### src/rtl/esc_reply_deframer_checksum_core_macros.svh
// Assertion shorthands shared by the deframer RTL.
`ifndef ESC_REPLY_DEFRAMER_CHECKSUM_CORE_MACROS_SVH
`define ESC_REPLY_DEFRAMER_CHECKSUM_CORE_MACROS_SVH

// Same-cycle implication, disabled while reset is high.
`define ERD_ASSERT_IMP(label, clk, rst, ante, cons, msg) \
   label: assert property (@(posedge clk) disable iff (rst) (ante) |-> (cons)) \
      else $error(msg);

// Next-cycle implication, disabled while reset is high.
`define ERD_ASSERT_NXT(label, clk, rst, ante, cons, msg) \
   label: assert property (@(posedge clk) disable iff (rst) (ante) |=> (cons)) \
      else $error(msg);

`endif

### src/rtl/erd_pkg.sv
`default_nettype none

package erd_pkg;

   // Frame limits and derived widths.
   localparam int MAX_DATA = 1024;
   localparam int CNT_W = $clog2(MAX_DATA + 4);
   localparam int IDX_W = 10;
   localparam logic [CNT_W-1:0] CNT_LIMIT = CNT_W'(MAX_DATA + 3);
   localparam logic [CNT_W-1:0] HDR_BYTES = CNT_W'(3);

   // Link bytes.
   localparam logic [7:0] ESC_BYTE   = 8'h1B;
   localparam logic [7:0] ACK_BYTE   = 8'h06;
   localparam logic [7:0] NAK_BYTE   = 8'h15;
   localparam logic [7:0] ETX_BYTE   = 8'h03;
   localparam logic [7:0] CTRL_LIMIT = 8'h20;

   // Operations passed from the front to the back.
   localparam logic [2:0] OP_IDLE    = 3'd0;
   localparam logic [2:0] OP_START   = 3'd1;
   localparam logic [2:0] OP_BODY    = 3'd2;
   localparam logic [2:0] OP_PAIR    = 3'd3;
   localparam logic [2:0] OP_ETX     = 3'd4;
   localparam logic [2:0] OP_END     = 3'd5;
   localparam logic [2:0] OP_RESTART = 3'd6;

   // Result codes.
   localparam logic [1:0] ST_OK    = 2'd0;
   localparam logic [1:0] ST_CHK   = 2'd1;
   localparam logic [1:0] ST_SHORT = 2'd2;
   localparam logic [1:0] ST_OVF   = 2'd3;
   localparam logic KIND_DATA = 1'b0;
   localparam logic KIND_END  = 1'b1;

   // Queue between front and back.
   localparam int QUEUE_DEPTH = 4;
   localparam int QPTR_W = $clog2(QUEUE_DEPTH);
   localparam int QCNT_W = $clog2(QUEUE_DEPTH + 1);

   typedef struct packed {
      logic [2:0] op;
      logic [7:0] data;
   } op_type;

   typedef struct packed {
      logic [7:0]       sum;
      logic [CNT_W-1:0] cnt;
      logic [7:0]       prn_status;
      logic [7:0]       cmd_status;
      logic [7:0]       cmd;
      logic             ovf;
   } frame_type;

   typedef struct packed {
      frame_type        frame;
      logic             emit;
      logic [IDX_W-1:0] idx;
   } accept_type;

   localparam frame_type FRAME_CLEAR = '0;

   // Takes one decoded body byte into the frame state.
   function automatic accept_type body_accept(frame_type f, logic [7:0] b);
      accept_type       r;
      logic [CNT_W-1:0] rel;
      r       = '0;
      r.frame = f;
      rel     = f.cnt - HDR_BYTES;
      r.frame.sum = f.sum + b;
      if (f.cnt == CNT_W'(0)) begin
         r.frame.prn_status = b;
      end else if (f.cnt == CNT_W'(1)) begin
         r.frame.cmd_status = b;
      end else if (f.cnt == CNT_W'(2)) begin
         r.frame.cmd = b;
      end else if (f.cnt >= CNT_LIMIT) begin
         r.frame.ovf = 1'b1;
      end else begin
         r.emit = 1'b1;
         r.idx  = IDX_W'(rel);
      end
      if (f.cnt < CNT_LIMIT) begin
         r.frame.cnt = f.cnt + 1'b1;
      end
      return r;
   endfunction

endpackage

`default_nettype wire

### src/rtl/erd_front.sv
`default_nettype none

module erd_front
   import erd_pkg::*;
(
   input  wire logic       clock,
   input  wire logic       reset,
   input  wire logic       take,
   input  wire logic [7:0] req_rx_byte,
   input  wire logic       req_restart,
   output op_type          op_out
);

   localparam logic [2:0] PH_HUNT     = 3'd0;
   localparam logic [2:0] PH_HDR      = 3'd1;
   localparam logic [2:0] PH_BODY     = 3'd2;
   localparam logic [2:0] PH_BODY_ESC = 3'd3;
   localparam logic [2:0] PH_CHK      = 3'd4;
   localparam logic [2:0] PH_CHK_ESC  = 3'd5;

   logic [2:0] phase_ff;
   logic [2:0] phase_in;

   // Track escape pairing and classify each byte into one operation.
   always_comb begin
      phase_in    = phase_ff;
      op_out.op   = OP_IDLE;
      op_out.data = req_rx_byte;
      if (req_restart) begin
         op_out.op = OP_RESTART;
         phase_in  = PH_HUNT;
      end else begin
         unique case (phase_ff)
            PH_HDR: begin
               if (req_rx_byte == ACK_BYTE || req_rx_byte == NAK_BYTE) begin
                  op_out.op = OP_START;
                  phase_in  = PH_BODY;
               end else if (req_rx_byte != ESC_BYTE) begin
                  phase_in = PH_HUNT;
               end
            end
            PH_BODY: begin
               if (req_rx_byte == ESC_BYTE) begin
                  phase_in = PH_BODY_ESC;
               end else begin
                  op_out.op = OP_BODY;
               end
            end
            PH_BODY_ESC: begin
               phase_in = PH_BODY;
               if (req_rx_byte == ETX_BYTE) begin
                  op_out.op = OP_ETX;
                  phase_in  = PH_CHK;
               end else if (req_rx_byte < CTRL_LIMIT || req_rx_byte == ESC_BYTE) begin
                  op_out.op = OP_BODY;
               end else begin
                  op_out.op = OP_PAIR;
               end
            end
            PH_CHK: begin
               if (req_rx_byte == ESC_BYTE) begin
                  phase_in = PH_CHK_ESC;
               end else begin
                  op_out.op = OP_END;
                  phase_in  = PH_HUNT;
               end
            end
            PH_CHK_ESC: begin
               op_out.op = OP_END;
               phase_in  = PH_HUNT;
            end
            default: begin
               phase_in = (req_rx_byte == ESC_BYTE) ? PH_HDR : PH_HUNT;
            end
         endcase
      end
   end

   // The phase advances once per accepted transaction.
   always_ff @(posedge clock) begin
      if (reset) begin
         phase_ff <= PH_HUNT;
      end else if (take) begin
         phase_ff <= phase_in;
      end
   end

endmodule

`default_nettype wire

### src/rtl/erd_queue.sv
`default_nettype none
`include "esc_reply_deframer_checksum_core_macros.svh"

module erd_queue
   import erd_pkg::*;
(
   input  wire logic   clock,
   input  wire logic   reset,
   input  wire logic   push,
   input  wire op_type push_op,
   input  wire logic   pop,
   output op_type      head_op,
   output logic        full,
   output logic        empty
);

   op_type              slots_ff [QUEUE_DEPTH];
   logic [QPTR_W-1:0]   wr_ptr_ff;
   logic [QPTR_W-1:0]   rd_ptr_ff;
   logic [QCNT_W-1:0]   count_ff;
   logic [QPTR_W-1:0]   wr_ptr_in;
   logic [QPTR_W-1:0]   rd_ptr_in;
   logic [QCNT_W-1:0]   count_in;

   assign full    = (count_ff == QCNT_W'(QUEUE_DEPTH));
   assign empty   = (count_ff == '0);
   assign head_op = slots_ff[rd_ptr_ff];

   // Pointer and fill count updates.
   always_comb begin
      wr_ptr_in = wr_ptr_ff;
      rd_ptr_in = rd_ptr_ff;
      count_in  = count_ff;
      if (push) begin
         wr_ptr_in = (wr_ptr_ff == QPTR_W'(QUEUE_DEPTH - 1)) ? '0 : wr_ptr_ff + 1'b1;
      end
      if (pop) begin
         rd_ptr_in = (rd_ptr_ff == QPTR_W'(QUEUE_DEPTH - 1)) ? '0 : rd_ptr_ff + 1'b1;
      end
      if (push && !pop) begin
         count_in = count_ff + 1'b1;
      end else if (pop && !push) begin
         count_in = count_ff - 1'b1;
      end
   end

   always_ff @(posedge clock) begin
      if (reset) begin
         wr_ptr_ff <= '0;
         rd_ptr_ff <= '0;
         count_ff  <= '0;
      end else begin
         wr_ptr_ff <= wr_ptr_in;
         rd_ptr_ff <= rd_ptr_in;
         count_ff  <= count_in;
      end
   end

   // Entry storage needs no reset.
   always_ff @(posedge clock) begin
      if (push) begin
         slots_ff[wr_ptr_ff] <= push_op;
      end
   end

   `ERD_ASSERT_IMP(a_no_push_when_full, clock, reset, full, !push, "push into a full queue")
   `ERD_ASSERT_IMP(a_no_pop_when_empty, clock, reset, empty, !pop, "pop from an empty queue")

endmodule

`default_nettype wire

### src/rtl/erd_back.sv
`default_nettype none
`include "esc_reply_deframer_checksum_core_macros.svh"

module erd_back
   import erd_pkg::*;
(
   input  wire logic             clock,
   input  wire logic             reset,
   input  wire op_type           head_op,
   input  wire logic             q_empty,
   output logic                  pop,
   input  wire logic             csr_wr_en,
   input  wire logic [7:0]       csr_wr_data,
   output logic                  rsp_valid,
   input  wire logic             rsp_stall,
   output logic                  rsp_kind,
   output logic [7:0]            rsp_data_byte,
   output logic [IDX_W-1:0]      rsp_data_index,
   output logic                  rsp_is_ack,
   output logic [7:0]            rsp_printer_status,
   output logic [7:0]            rsp_command_status,
   output logic [7:0]            rsp_cmd_id,
   output logic                  rsp_cmd_match,
   output logic [1:0]            rsp_frame_status
);

   frame_type        frame_ff;
   frame_type        frame_in;
   logic             ack_ff;
   logic             ack_in;
   logic [7:0]       expected_cmd_ff;
   logic             hold_valid_ff;
   logic             hold_valid_in;
   logic [7:0]       hold_byte_ff;
   logic [7:0]       hold_byte_in;
   logic [IDX_W-1:0] hold_idx_ff;
   logic [IDX_W-1:0] hold_idx_in;
   logic             rsp_valid_ff;
   logic             rsp_valid_in;
   logic             rsp_kind_ff;
   logic [7:0]       rsp_data_byte_ff;
   logic [IDX_W-1:0] rsp_data_index_ff;
   logic             rsp_is_ack_ff;
   logic [7:0]       rsp_printer_status_ff;
   logic [7:0]       rsp_command_status_ff;
   logic [7:0]       rsp_cmd_id_ff;
   logic             rsp_cmd_match_ff;
   logic [1:0]       rsp_frame_status_ff;

   logic [7:0]       first_byte;
   accept_type       acc1;
   accept_type       acc2;
   logic             c1_valid;
   logic             c2_valid;
   logic [7:0]       c2_byte;
   logic             end_item;
   logic             drop_hold;
   logic             data_valid;
   logic [7:0]       data_byte;
   logic [IDX_W-1:0] data_idx;
   logic [7:0]       chk_total;
   logic [1:0]       status;
   logic             match;

   // The back advances when an operation waits and the output register is free.
   assign pop = !q_empty && (!rsp_valid_ff || !rsp_stall);

   // Execute one operation against the frame state.
   always_comb begin
      first_byte = (head_op.op == OP_PAIR) ? ESC_BYTE : head_op.data;
      acc1       = body_accept(frame_ff, first_byte);
      acc2       = body_accept(acc1.frame, head_op.data);
      frame_in   = frame_ff;
      ack_in     = ack_ff;
      c1_valid   = 1'b0;
      c2_valid   = 1'b0;
      c2_byte    = head_op.data;
      end_item   = 1'b0;
      drop_hold  = 1'b0;
      unique case (head_op.op)
         OP_START: begin
            frame_in     = FRAME_CLEAR;
            frame_in.sum = head_op.data;
            ack_in       = (head_op.data == ACK_BYTE);
         end
         OP_BODY: begin
            frame_in = acc1.frame;
            c1_valid = acc1.emit;
         end
         OP_PAIR: begin
            frame_in = acc2.frame;
            c1_valid = acc1.emit;
            c2_valid = acc2.emit;
         end
         OP_ETX: begin
            frame_in.sum = frame_ff.sum + ETX_BYTE;
         end
         OP_END: begin
            frame_in  = FRAME_CLEAR;
            ack_in    = 1'b0;
            end_item  = 1'b1;
            drop_hold = 1'b1;
         end
         OP_RESTART: begin
            frame_in  = FRAME_CLEAR;
            ack_in    = 1'b0;
            drop_hold = 1'b1;
         end
         default: begin
         end
      endcase
   end

   // A held byte leaves first unless END or RESTART drops it; a second decoded byte waits one transaction.
   always_comb begin
      data_valid    = 1'b0;
      data_byte     = first_byte;
      data_idx      = acc1.idx;
      hold_valid_in = 1'b0;
      hold_byte_in  = c2_byte;
      hold_idx_in   = acc2.idx;
      if (hold_valid_ff) begin
         data_valid    = 1'b1;
         data_byte     = hold_byte_ff;
         data_idx      = hold_idx_ff;
         hold_valid_in = c1_valid || c2_valid;
         if (c1_valid) begin
            hold_byte_in = first_byte;
            hold_idx_in  = acc1.idx;
         end
      end else if (c1_valid) begin
         data_valid    = 1'b1;
         hold_valid_in = c2_valid;
      end else begin
         data_valid = c2_valid;
         data_byte  = c2_byte;
         data_idx   = acc2.idx;
      end
      if (drop_hold) begin
         data_valid    = 1'b0;
         hold_valid_in = 1'b0;
      end
   end

   // End-of-frame verdict: too short, then overflow, then checksum.
   always_comb begin
      chk_total = frame_ff.sum + head_op.data;
      if (frame_ff.cnt < HDR_BYTES) begin
         status = ST_SHORT;
      end else if (frame_ff.ovf) begin
         status = ST_OVF;
      end else if (chk_total != 8'h00) begin
         status = ST_CHK;
      end else begin
         status = ST_OK;
      end
      match = (status != ST_SHORT) && (frame_ff.cmd == expected_cmd_ff);
      rsp_valid_in = pop ? (end_item || data_valid) : (rsp_valid_ff && rsp_stall);
   end

   // Control and frame state.
   always_ff @(posedge clock) begin
      if (reset) begin
         frame_ff        <= FRAME_CLEAR;
         ack_ff          <= 1'b0;
         hold_valid_ff   <= 1'b0;
         rsp_valid_ff    <= 1'b0;
         expected_cmd_ff <= 8'h00;
      end else begin
         rsp_valid_ff <= rsp_valid_in;
         if (csr_wr_en) begin
            expected_cmd_ff <= csr_wr_data;
         end
         if (pop) begin
            frame_ff      <= frame_in;
            ack_ff        <= ack_in;
            hold_valid_ff <= hold_valid_in;
         end
      end
   end

   // Payload registers for the held byte and the output transaction.
   always_ff @(posedge clock) begin
      if (pop) begin
         hold_byte_ff <= hold_byte_in;
         hold_idx_ff  <= hold_idx_in;
         if (end_item) begin
            rsp_kind_ff           <= KIND_END;
            rsp_data_byte_ff      <= 8'h00;
            rsp_data_index_ff     <= '0;
            rsp_is_ack_ff         <= ack_ff;
            rsp_printer_status_ff <= frame_ff.prn_status;
            rsp_command_status_ff <= frame_ff.cmd_status;
            rsp_cmd_id_ff         <= frame_ff.cmd;
            rsp_cmd_match_ff      <= match;
            rsp_frame_status_ff   <= status;
         end else begin
            rsp_kind_ff           <= KIND_DATA;
            rsp_data_byte_ff      <= data_byte;
            rsp_data_index_ff     <= data_idx;
            rsp_is_ack_ff         <= 1'b0;
            rsp_printer_status_ff <= 8'h00;
            rsp_command_status_ff <= 8'h00;
            rsp_cmd_id_ff         <= 8'h00;
            rsp_cmd_match_ff      <= 1'b0;
            rsp_frame_status_ff   <= ST_OK;
         end
      end
   end

   assign rsp_valid          = rsp_valid_ff;
   assign rsp_kind           = rsp_kind_ff;
   assign rsp_data_byte      = rsp_data_byte_ff;
   assign rsp_data_index     = rsp_data_index_ff;
   assign rsp_is_ack         = rsp_is_ack_ff;
   assign rsp_printer_status = rsp_printer_status_ff;
   assign rsp_command_status = rsp_command_status_ff;
   assign rsp_cmd_id         = rsp_cmd_id_ff;
   assign rsp_cmd_match      = rsp_cmd_match_ff;
   assign rsp_frame_status   = rsp_frame_status_ff;

   `ERD_ASSERT_IMP(a_hold_has_data, clock, reset, hold_valid_ff, frame_ff.cnt >= CNT_W'(4), "held byte without data in frame")
   `ERD_ASSERT_NXT(a_restart_clears, clock, reset, pop && head_op.op == OP_RESTART, !hold_valid_ff && frame_ff.cnt == '0 && !rsp_valid_ff, "restart left frame state behind")

endmodule

`default_nettype wire

### src/rtl/esc_reply_deframer_checksum_core.sv
// Reply deframer for an ESC byte-stuffed link with a two's-complement checksum.
// Input channel (req_*): one received byte per transaction; req_restart drops any
// partial frame and returns to hunting for ESC ACK or ESC NAK.
// Output channel (rsp_*): data transactions (rsp_kind 0) carry unescaped payload
// bytes with their index, and are provisional until the end-of-frame transaction
// (rsp_kind 1) reports ack flag, status bytes, command id, match and verdict.
// Configuration: csr_wr_en writes csr_wr_data as the expected command id.
// Throughput is one byte per cycle while req_stall is low. A byte's result is
// registered in the queue and then in the output register; after an escaped
// pair the second data byte trails by one transaction.
// A 4-entry queue separates the byte classifier from the back end; with rsp_stall
// held, bytes are taken until all four entries are full and req_stall rises.
// Reset (synchronous) returns to hunting, empties the queue, clears rsp_valid
// and sets the expected command id to zero.
`default_nettype none

module esc_reply_deframer_checksum_core
   import erd_pkg::*;
(
   input  wire logic             clock,
   input  wire logic             reset,
   input  wire logic             req_valid,
   output logic                  req_stall,
   input  wire logic [7:0]       req_rx_byte,
   input  wire logic             req_restart,
   output logic                  rsp_valid,
   input  wire logic             rsp_stall,
   output logic                  rsp_kind,
   output logic [7:0]            rsp_data_byte,
   output logic [IDX_W-1:0]      rsp_data_index,
   output logic                  rsp_is_ack,
   output logic [7:0]            rsp_printer_status,
   output logic [7:0]            rsp_command_status,
   output logic [7:0]            rsp_cmd_id,
   output logic                  rsp_cmd_match,
   output logic [1:0]            rsp_frame_status,
   input  wire logic             csr_wr_en,
   input  wire logic [7:0]       csr_wr_data
);

   logic   take;
   logic   q_full;
   logic   q_empty;
   logic   pop;
   op_type front_op;
   op_type head_op;

   // A transaction is taken whenever the queue has room.
   assign req_stall = q_full;
   assign take      = req_valid && !q_full;

   erd_front u_front (
      .clock       (clock),
      .reset       (reset),
      .take        (take),
      .req_rx_byte (req_rx_byte),
      .req_restart (req_restart),
      .op_out      (front_op)
   );

   erd_queue u_queue (
      .clock   (clock),
      .reset   (reset),
      .push    (take),
      .push_op (front_op),
      .pop     (pop),
      .head_op (head_op),
      .full    (q_full),
      .empty   (q_empty)
   );

   erd_back u_back (
      .clock              (clock),
      .reset              (reset),
      .head_op            (head_op),
      .q_empty            (q_empty),
      .pop                (pop),
      .csr_wr_en          (csr_wr_en),
      .csr_wr_data        (csr_wr_data),
      .rsp_valid          (rsp_valid),
      .rsp_stall          (rsp_stall),
      .rsp_kind           (rsp_kind),
      .rsp_data_byte      (rsp_data_byte),
      .rsp_data_index     (rsp_data_index),
      .rsp_is_ack         (rsp_is_ack),
      .rsp_printer_status (rsp_printer_status),
      .rsp_command_status (rsp_command_status),
      .rsp_cmd_id         (rsp_cmd_id),
      .rsp_cmd_match      (rsp_cmd_match),
      .rsp_frame_status   (rsp_frame_status)
   );

endmodule

`default_nettype wire
### config.mk
export PLATFORM = sky130hd
export DESIGN_NAME = esc_reply_deframer_checksum_core
export DESIGN_NICKNAME = d
export VERILOG_FILES = /design/src/rtl/erd_pkg.sv /design/src/rtl/erd_front.sv /design/src/rtl/erd_queue.sv /design/src/rtl/erd_back.sv /design/src/rtl/esc_reply_deframer_checksum_core.sv
export VERILOG_INCLUDE_DIRS = /design/src /design/src/rtl
export SDC_FILE = /design/constraint.sdc
export NUM_CORES = 1
export LEC_CHECK = 0
export ABC_AREA = 1
export BUFFER_PORTS_ARGS = -buffer_cell sky130_fd_sc_hd__buf_2
export CELL_PAD_IN_SITES_DETAIL_PLACEMENT = 0
export CELL_PAD_IN_SITES_GLOBAL_PLACEMENT = 1
export CORE_ASPECT_RATIO = 0.7
export CORE_UTILIZATION = 47
export CTS_BUF_LIST = sky130_fd_sc_hd__clkbuf_8
export DETAILED_ROUTE_END_ITERATION = 8
export GPL_ROUTABILITY_DRIVEN = 0
export HOLD_SLACK_MARGIN = 0.03
export PLACE_DENSITY_LB_ADDON = 0.1
export SETUP_SLACK_MARGIN = 0.1
export SYNTH_ARGS = -nofsm -noshare
export SYNTH_HDL_FRONTEND = slang
export SYNTH_SLANG_ARGS = --single-unit
### constraint.sdc
create_clock -name clock -period 5.14 [get_ports clock]
set_clock_uncertainty 0.05 [all_clocks]
set_input_delay 0 -clock clock [delete_from_list [all_inputs] [get_ports clock]]
set_output_delay 0 -clock clock [all_outputs]
set_load 0.02 [all_outputs]
# Word-level counts from Yosys, hierarchy flattened
# Memories as Yosys holds them, arrays and structs flattened. A register that Yosys moved wholly into a read port is not among the register bits.
# Cells that the tools add are included.
# totals
reg_bits,130
latch_bits,0
mem_bits_rw,44
romBits,0
in_bits,22
output_inout_bits,49
memories,1
# classes
addsub,12
n_mul,0
div,0
n_lt_le_gt_ge,6
n_eq_ne,28
shift,0
mux,66
bitwise,0
n_reduce_logical,32
# memory_table
memory,depth,width,rd,rd_ports_with_merged_regs,wr,line_no,text
u_queue.slots_ff,4,11,1,1,1,erd_queue.sv:17,op_type slots_ff [QUEUE_DEPTH];
# ops
cell,n
36-bit one-hot mux with 3 select lines,1
8-bit two-way mux,10
28-bit two-way mux,2
11-bit two-way mux,4
20-bit two-way mux,2
8-bit one-hot mux with 5 select lines,1
3-bit two-way mux,11
10-bit two-way mux,3
3-bit one-hot mux with 5 select lines,2
8-bit adder,3
12-bit two-way mux,2
"11-bit by 1-bit adder with 11-bit output, second input constant",2
"11-bit by 1-bit == test with 1-bit output, second input constant",2
"11-bit by 2-bit == test with 1-bit output, second input constant",2
"11-bit greater-or-equal comparator, second input constant",2
11-bit zero test,2
"11-bit less-than comparator, second input constant",2
1-bit two-way mux,20
"10-bit by 2-bit subtractor with 10-bit output, second input constant",2
"3-bit == test, second input constant",6
"8-bit by 3-bit == test with 1-bit output, second input constant",2
"8-bit by 5-bit == test with 1-bit output, second input constant",2
2-bit two-way mux,7
"3-bit by 2-bit == test with 1-bit output, second input constant",4
27 further kinds,48

# Longest topological paths before layout
# logic_depth
depth_word,15
mapped_depth,28
depth_no_buf,27

# Modules after synthesis
# Synthesis repeated with hierarchy kept, for this count alone.
# unflattened
cells_unflattened,1353
area_unflattened_um2,10646.5
# modules_own_cells
mod,instances,cells_each,area_each_um2,seq_area_each_um2
erd_back,1,1097,8050.2,3052.9
erd_queue,1,166,2103.3,1501.4
erd_front,1,88,483.0,60.1
esc_reply_deframer_checksum_core,1,2,10.0,0.0

# Worst setup path before layout
# OpenSTA, ideal clock, no wires.
# synth_timing
kind,reg2reg
start,reg with a tool-made name
end,reg u_back.frame_ff[42] in the netlist's numbering
arrival_time_ps,3676
t_required_ps,4958
slack_ps,1282
path_stages_with_launch,24
synth_period_minus_slack_ps,3858
path_cell_list,dfxtp_1 -> inv_2 -> buf_2 -> buf_2 -> or2_2 -> a32oi_1 -> nand2_1 -> fa_1 -> or2_2 -> nand2_1 -> inv_1 -> ha_1 -> nand2_1 -> nand2_1 -> a21oi_1 -> nor2_1 -> o21ai_0 -> nand2_1 -> o21ai_0 -> a21oi_1 -> a211oi_1 -> nand2_1 -> nand2_1 -> a21oi_1
# synth_lines
item,line_no,text
"end signal, assigned",erd_back.sv:175,frame_ff <= frame_in;
"end, declared",erd_back.sv:27,frame_type frame_ff;

==> parameters.txt <==
Parameter                              Value

Cells and area
  Net count of the finished layout ... 1544
  Share of cells above drive strength 1 ... 0.1250
  Final-layout fill cell count ... 2129
  Fraction of the core area covered by cells at the end of the flow ... 0.5512
  Area growth syn-to-layout ... 13.44%
  Flip-flop and latch area ... 4614 um^2
  Area of the multi-input gates ... 5147 um^2

Routing
  Vias after detailed routing ... 9715
  Routed WL ... 31.95 mm
  Antenna-violating nets left ... 0
  Number of vias per cell ... 5.388
  DR WL/cell ... 17.72 um
  Drt pass-1 iters ... 5
  # DRC ... 0
  Iter 0 DRT Violations ... 904

Setup path
  Worst reg-to-reg setup slack ... 0.93 ns
  Critical path's slowest cell ... sky130_fd_sc_hd__dfxtp_1
  Crit path max fanout ... 22
  CP delay by family, top ... simple AND/OR/NAND/NOR gates
  Cell occurring most often along the worst timing path ... sky130_fd_sc_hd__nand2_1
  Startpoint Class ... register
  Arrival time at the worst endpoint ... 4.56 ns
  Sort of element at the end of the critical path ... register
  Data required time at the worst endpoint ... 5.49 ns
  Largest incremental delay on the critical path ... 0.35 ns
  Critical path buffers and inverters ... 5
  CP Class ... reg -> reg
  Reg-to-reg endpoint ... u_back.frame_ff[43]
  Depth of the most critical reg-to-reg path ... 26

Yosys
  Number of nets in the synthesized netlist ... 1446
  Mean instance size in the synthesized netlist ... 7.724 um^2
  Number of distinct library cells after synthesis ... 54
  Sequential-to-total area share from yosys stat ... 0.4313
  Number of warnings reported in the yosys synthesis log ... 0
  Share of synthesized registers carrying an async set or reset ... 0
  Number of flops mapped to enable cells by yosys ... 109
  Synthesized instance count ... 1385
  Dominant synthesized flop cell ... sky130_fd_sc_hd__edfxtp_1
  Total standard cell area after synthesis ... 10700 um^2
  FF+latch count, synth ... 176

Timing
  RSZ-0062 raised after global routing ... no
  Post-layout worst setup margin ... 0.9305 ns
  Worst slew margin relative to its limit ... 0.1428
  Endpoints failing hold ... 0
  Total negative slack for setup checks ... 0 ns
  Setup violations, final ... 0
  Final period demand of the worst path ... 4.210 ns
  Actual slew at the worst max-slew pin ... 1.272 ns
  Final period utilization ... 0.8190
  Fmax ... 237.6 MHz
  Fin. max-slew vios ... 0
  Hold Worst Slack ... 0.1159 ns

Power
  Worst-case vdd ir drop ... 0.0003310 V
  Pwr per Cell Area ... 704.9 nW/um^2
  Leak Pwr ... 5.440 nW

Clock network
  Max Root-Sink Buffers ... 2
  TritonCTS clock tree ... built
  Post-CTS resize count ... 0
  Cell at the root of the clock tree ... sky130_fd_sc_hd__clkbuf_8
  Post-CTS Hold Buffers ... 35
  # clock sinks ... 176
  Clock-pin slew on the worst setup and hold paths ... 0.10 ns
  Source-to-sink clock delay at the later pin of the worst-skew pair ... 0.48 ns
  H-tree depth ... 4
  Number of clock buffers inserted by TritonCTS ... 17
  Count of buffers added by post-CTS timing repair for setup ... 0

Floorplan
  DIE AREA ... 23380 um^2
  Die boundary width ... 182.3 um
  Die outline height ... 128.2 um
  Ports ... 71
  Placeable core region ... 22010 um^2
  Starting density of the core ... 0.4859
  Count of standard-cell rows ... 45

Min path
  Worst hold start ... rsp_stall
  Worst Hold Depth ... 5
  Type of the most critical hold path ... in -> reg
  End point of the most critical hold path ... u_back.rsp_valid

Status
  Run status ... complete, no violations

GRT
  Initial antenna violation count ... 2
  Grt total ovfl ... 0
  Number of global-route vias before repair ... 8611
  Wire length of the first global-routing pass ... 49.27 mm
  Maximum number of pins on one net before global-route repair ... 56
  Overall Global Routing Usage ... 0.2808

Place
  Half-perimeter wire length after detailed placement ... 22.92 mm
  PortBufs ... 70
  DP Worst Slack ... 1.008 ns

Job
  Maxcap violations ... 0
==> placed cells by master (no fill, tap or decap), types with 4 or more instances in the layout <==
| cell | netlist | layout |
|---|---|---|
| sky130_fd_sc_hd__nand2_1 | 291 | 291 |
| sky130_fd_sc_hd__inv_1 | 174 | 174 |
| sky130_fd_sc_hd__nor2_1 | 135 | 135 |
| sky130_fd_sc_hd__o21ai_0 | 134 | 134 |
| sky130_fd_sc_hd__a21oi_1 | 113 | 113 |
| sky130_fd_sc_hd__edfxtp_1 | 109 | 109 |
| sky130_fd_sc_hd__nand3_1 | 71 | 71 |
| sky130_fd_sc_hd__buf_2 | 16 | 70 |
| sky130_fd_sc_hd__dfxtp_1 | 67 | 67 |
| sky130_fd_sc_hd__ha_1 | 35 | 35 |
| sky130_fd_sc_hd__dlygate4sd3_1 | 0 | 35 |
| sky130_fd_sc_hd__buf_4 | 3 | 23 |
| sky130_fd_sc_hd__xor2_1 | 20 | 20 |
| sky130_fd_sc_hd__clkbuf_8 | 0 | 17 |
| sky130_fd_sc_hd__nor3_1 | 16 | 16 |
| sky130_fd_sc_hd__o21a_1 | 16 | 16 |
| sky130_fd_sc_hd__nand2_2 | 15 | 15 |
| sky130_fd_sc_hd__o21ai_1 | 15 | 15 |
| sky130_fd_sc_hd__inv_2 | 11 | 12 |
| sky130_fd_sc_hd__xnor2_1 | 11 | 11 |
| sky130_fd_sc_hd__nand4_1 | 9 | 9 |
| sky130_fd_sc_hd__nor2_2 | 8 | 8 |
| sky130_fd_sc_hd__nand3_2 | 8 | 8 |
| sky130_fd_sc_hd__or2_2 | 7 | 7 |
| sky130_fd_sc_hd__nor4_1 | 6 | 6 |
| sky130_fd_sc_hd__o21bai_1 | 5 | 5 |
| sky130_fd_sc_hd__inv_6 | 0 | 5 |
| sky130_fd_sc_hd__a32oi_1 | 4 | 4 |
| sky130_fd_sc_hd__o21ai_2 | 4 | 4 |
| sky130_fd_sc_hd__o211ai_1 | 4 | 4 |
| sky130_fd_sc_hd__a211oi_1 | 4 | 4 |
| sky130_fd_sc_hd__fa_1 | 4 | 4 |
==> per-layer routing <==
| metal | GRT usage | vias up | routed length, um |
|---|---|---|---|
| li1 | - | 4809 | - |
| met1 | 0.4423 | 4477 | 16330 |
| met2 | 0.3676 | 400 | 12100 |
| met3 | 0.07898 | 29 | 3144 |
| met4 | 0.06673 | 0 | 380 |
| met5 | 0 | - | 0 |
==> cell type report <==
class	count	share of cell area
clock inverters	15	0.01495
repair buffers	128	0.07197
multi-input cells	974	0.4242
diodes	2	0.0004124
well taps	305	0.03145
clock buffers	17	0.01928
flip-flops and latches	176	0.3802
inverters	186	0.05753
==> cell usage after synthesis, drive strengths merged (3+ instances only) <==
master / instances / area, um^2
dfxtp: 67 / 1341
or2: 7 / 43.79
o21ai: 153 / 780.7
a211oi: 4 / 30.03
o21bai: 5 / 37.54
inv: 185 / 694.4
nand4: 10 / 68.81
a32oi: 4 / 35.03
xor2: 21 / 191.4
nand2: 308 / 1209
o211ai: 4 / 30.03
fa: 4 / 80.08
nor3: 16 / 80.08
nand3: 82 / 488.0
buf: 24 / 143.9
a21oi: 113 / 565.5
nor2: 146 / 590.6
edfxtp: 109 / 3273
nor4: 6 / 37.54
ha: 35 / 437.9
xnor2: 11 / 96.34
o21a: 16 / 120.1
clkbuf: 25 / 93.84
a31oi: 3 / 18.77
and2: 3 / 18.77
==> worst min-delay path: cells and delay by family <==
kind                   cells  cell delay, ns
AO/OA/AOI/OAI              1            0.15
buffers and inverters      1            0.07
AND/OR/NAND/NOR            3            0.38
==> power breakdown <==
group	switching (mW)	internal, mW
clock network	0.555	0.488
registers	0.178	2.11
logic	3.66	1.56
==> flip-flops by register name, indices dropped and copies added, names as in the netlist, named ones only <==
signal and count:
u_back.hold_idx_ff 10, u_back.rsp_is_ack 1, u_back.rsp_kind 1, u_queue.slots_ff 44, u_back.rsp_frame_status 2, u_back.rsp_printer_status 8, u_back.rsp_data_index 10, u_back.hold_valid_ff 1
u_back.rsp_cmd_id 8, u_back.expected_cmd_ff 8, u_back.rsp_cmd_match 1, u_back.ack_ff 1, u_back.rsp_data_byte 8, u_queue.wr_ptr_ff 2, u_back.frame_ff 44, u_front.phase_ff 3
u_back.rsp_command_status 8, u_back.hold_byte_ff 8, u_queue.rd_ptr_ff 2, u_back.rsp_valid 1, u_queue.count_ff 3
==> logic make-up (layout without fill, tap and decap cells) <==
group	count (synthesis)	count (layout)	share of synthesized area
AO/OA/AOI/OAI	323	323	0.1674
XOR/XNOR	32	32	0.02690
adder cells (fa/ha/maj)	39	39	0.04842
buffers and inverters	235	346	0.08749
flip-flops	176	176	0.4313
other	0	2	0
AND/OR/NAND/NOR	580	580	0.2385
==> worst max-delay path by stage <==
stage,end,depth (start not counted),slack [ns]
2_1_floorplan,u_back.frame_ff[42],23,1.28
3_3_place_gp,u_back.frame_ff[43],26,1.04
3_5_place_dp,u_back.frame_ff[43],26,1.01
4_1_cts,u_back.frame_ff[43],26,0.96
5_1_grt,u_back.frame_ff[43],26,0.51
6_report,u_back.frame_ff[43],26,0.93
==> stage by stage <==
| stage | instance area [um^2] | cells | power [mW] |
|---|---|---|---|
| finish | 12140 | 1803 | 8.554 |
| global route | 12130 | 1801 | 9.230 |
| CTS | 12130 | 1801 | 8.481 |
| detailed placement | 11360 | 1734 | 7.386 |
| global placement | 11360 | 1734 | 7.357 |
| floorplan | 10700 | 1385 | 5.888 |
Power figures use the tool's default switching activity.
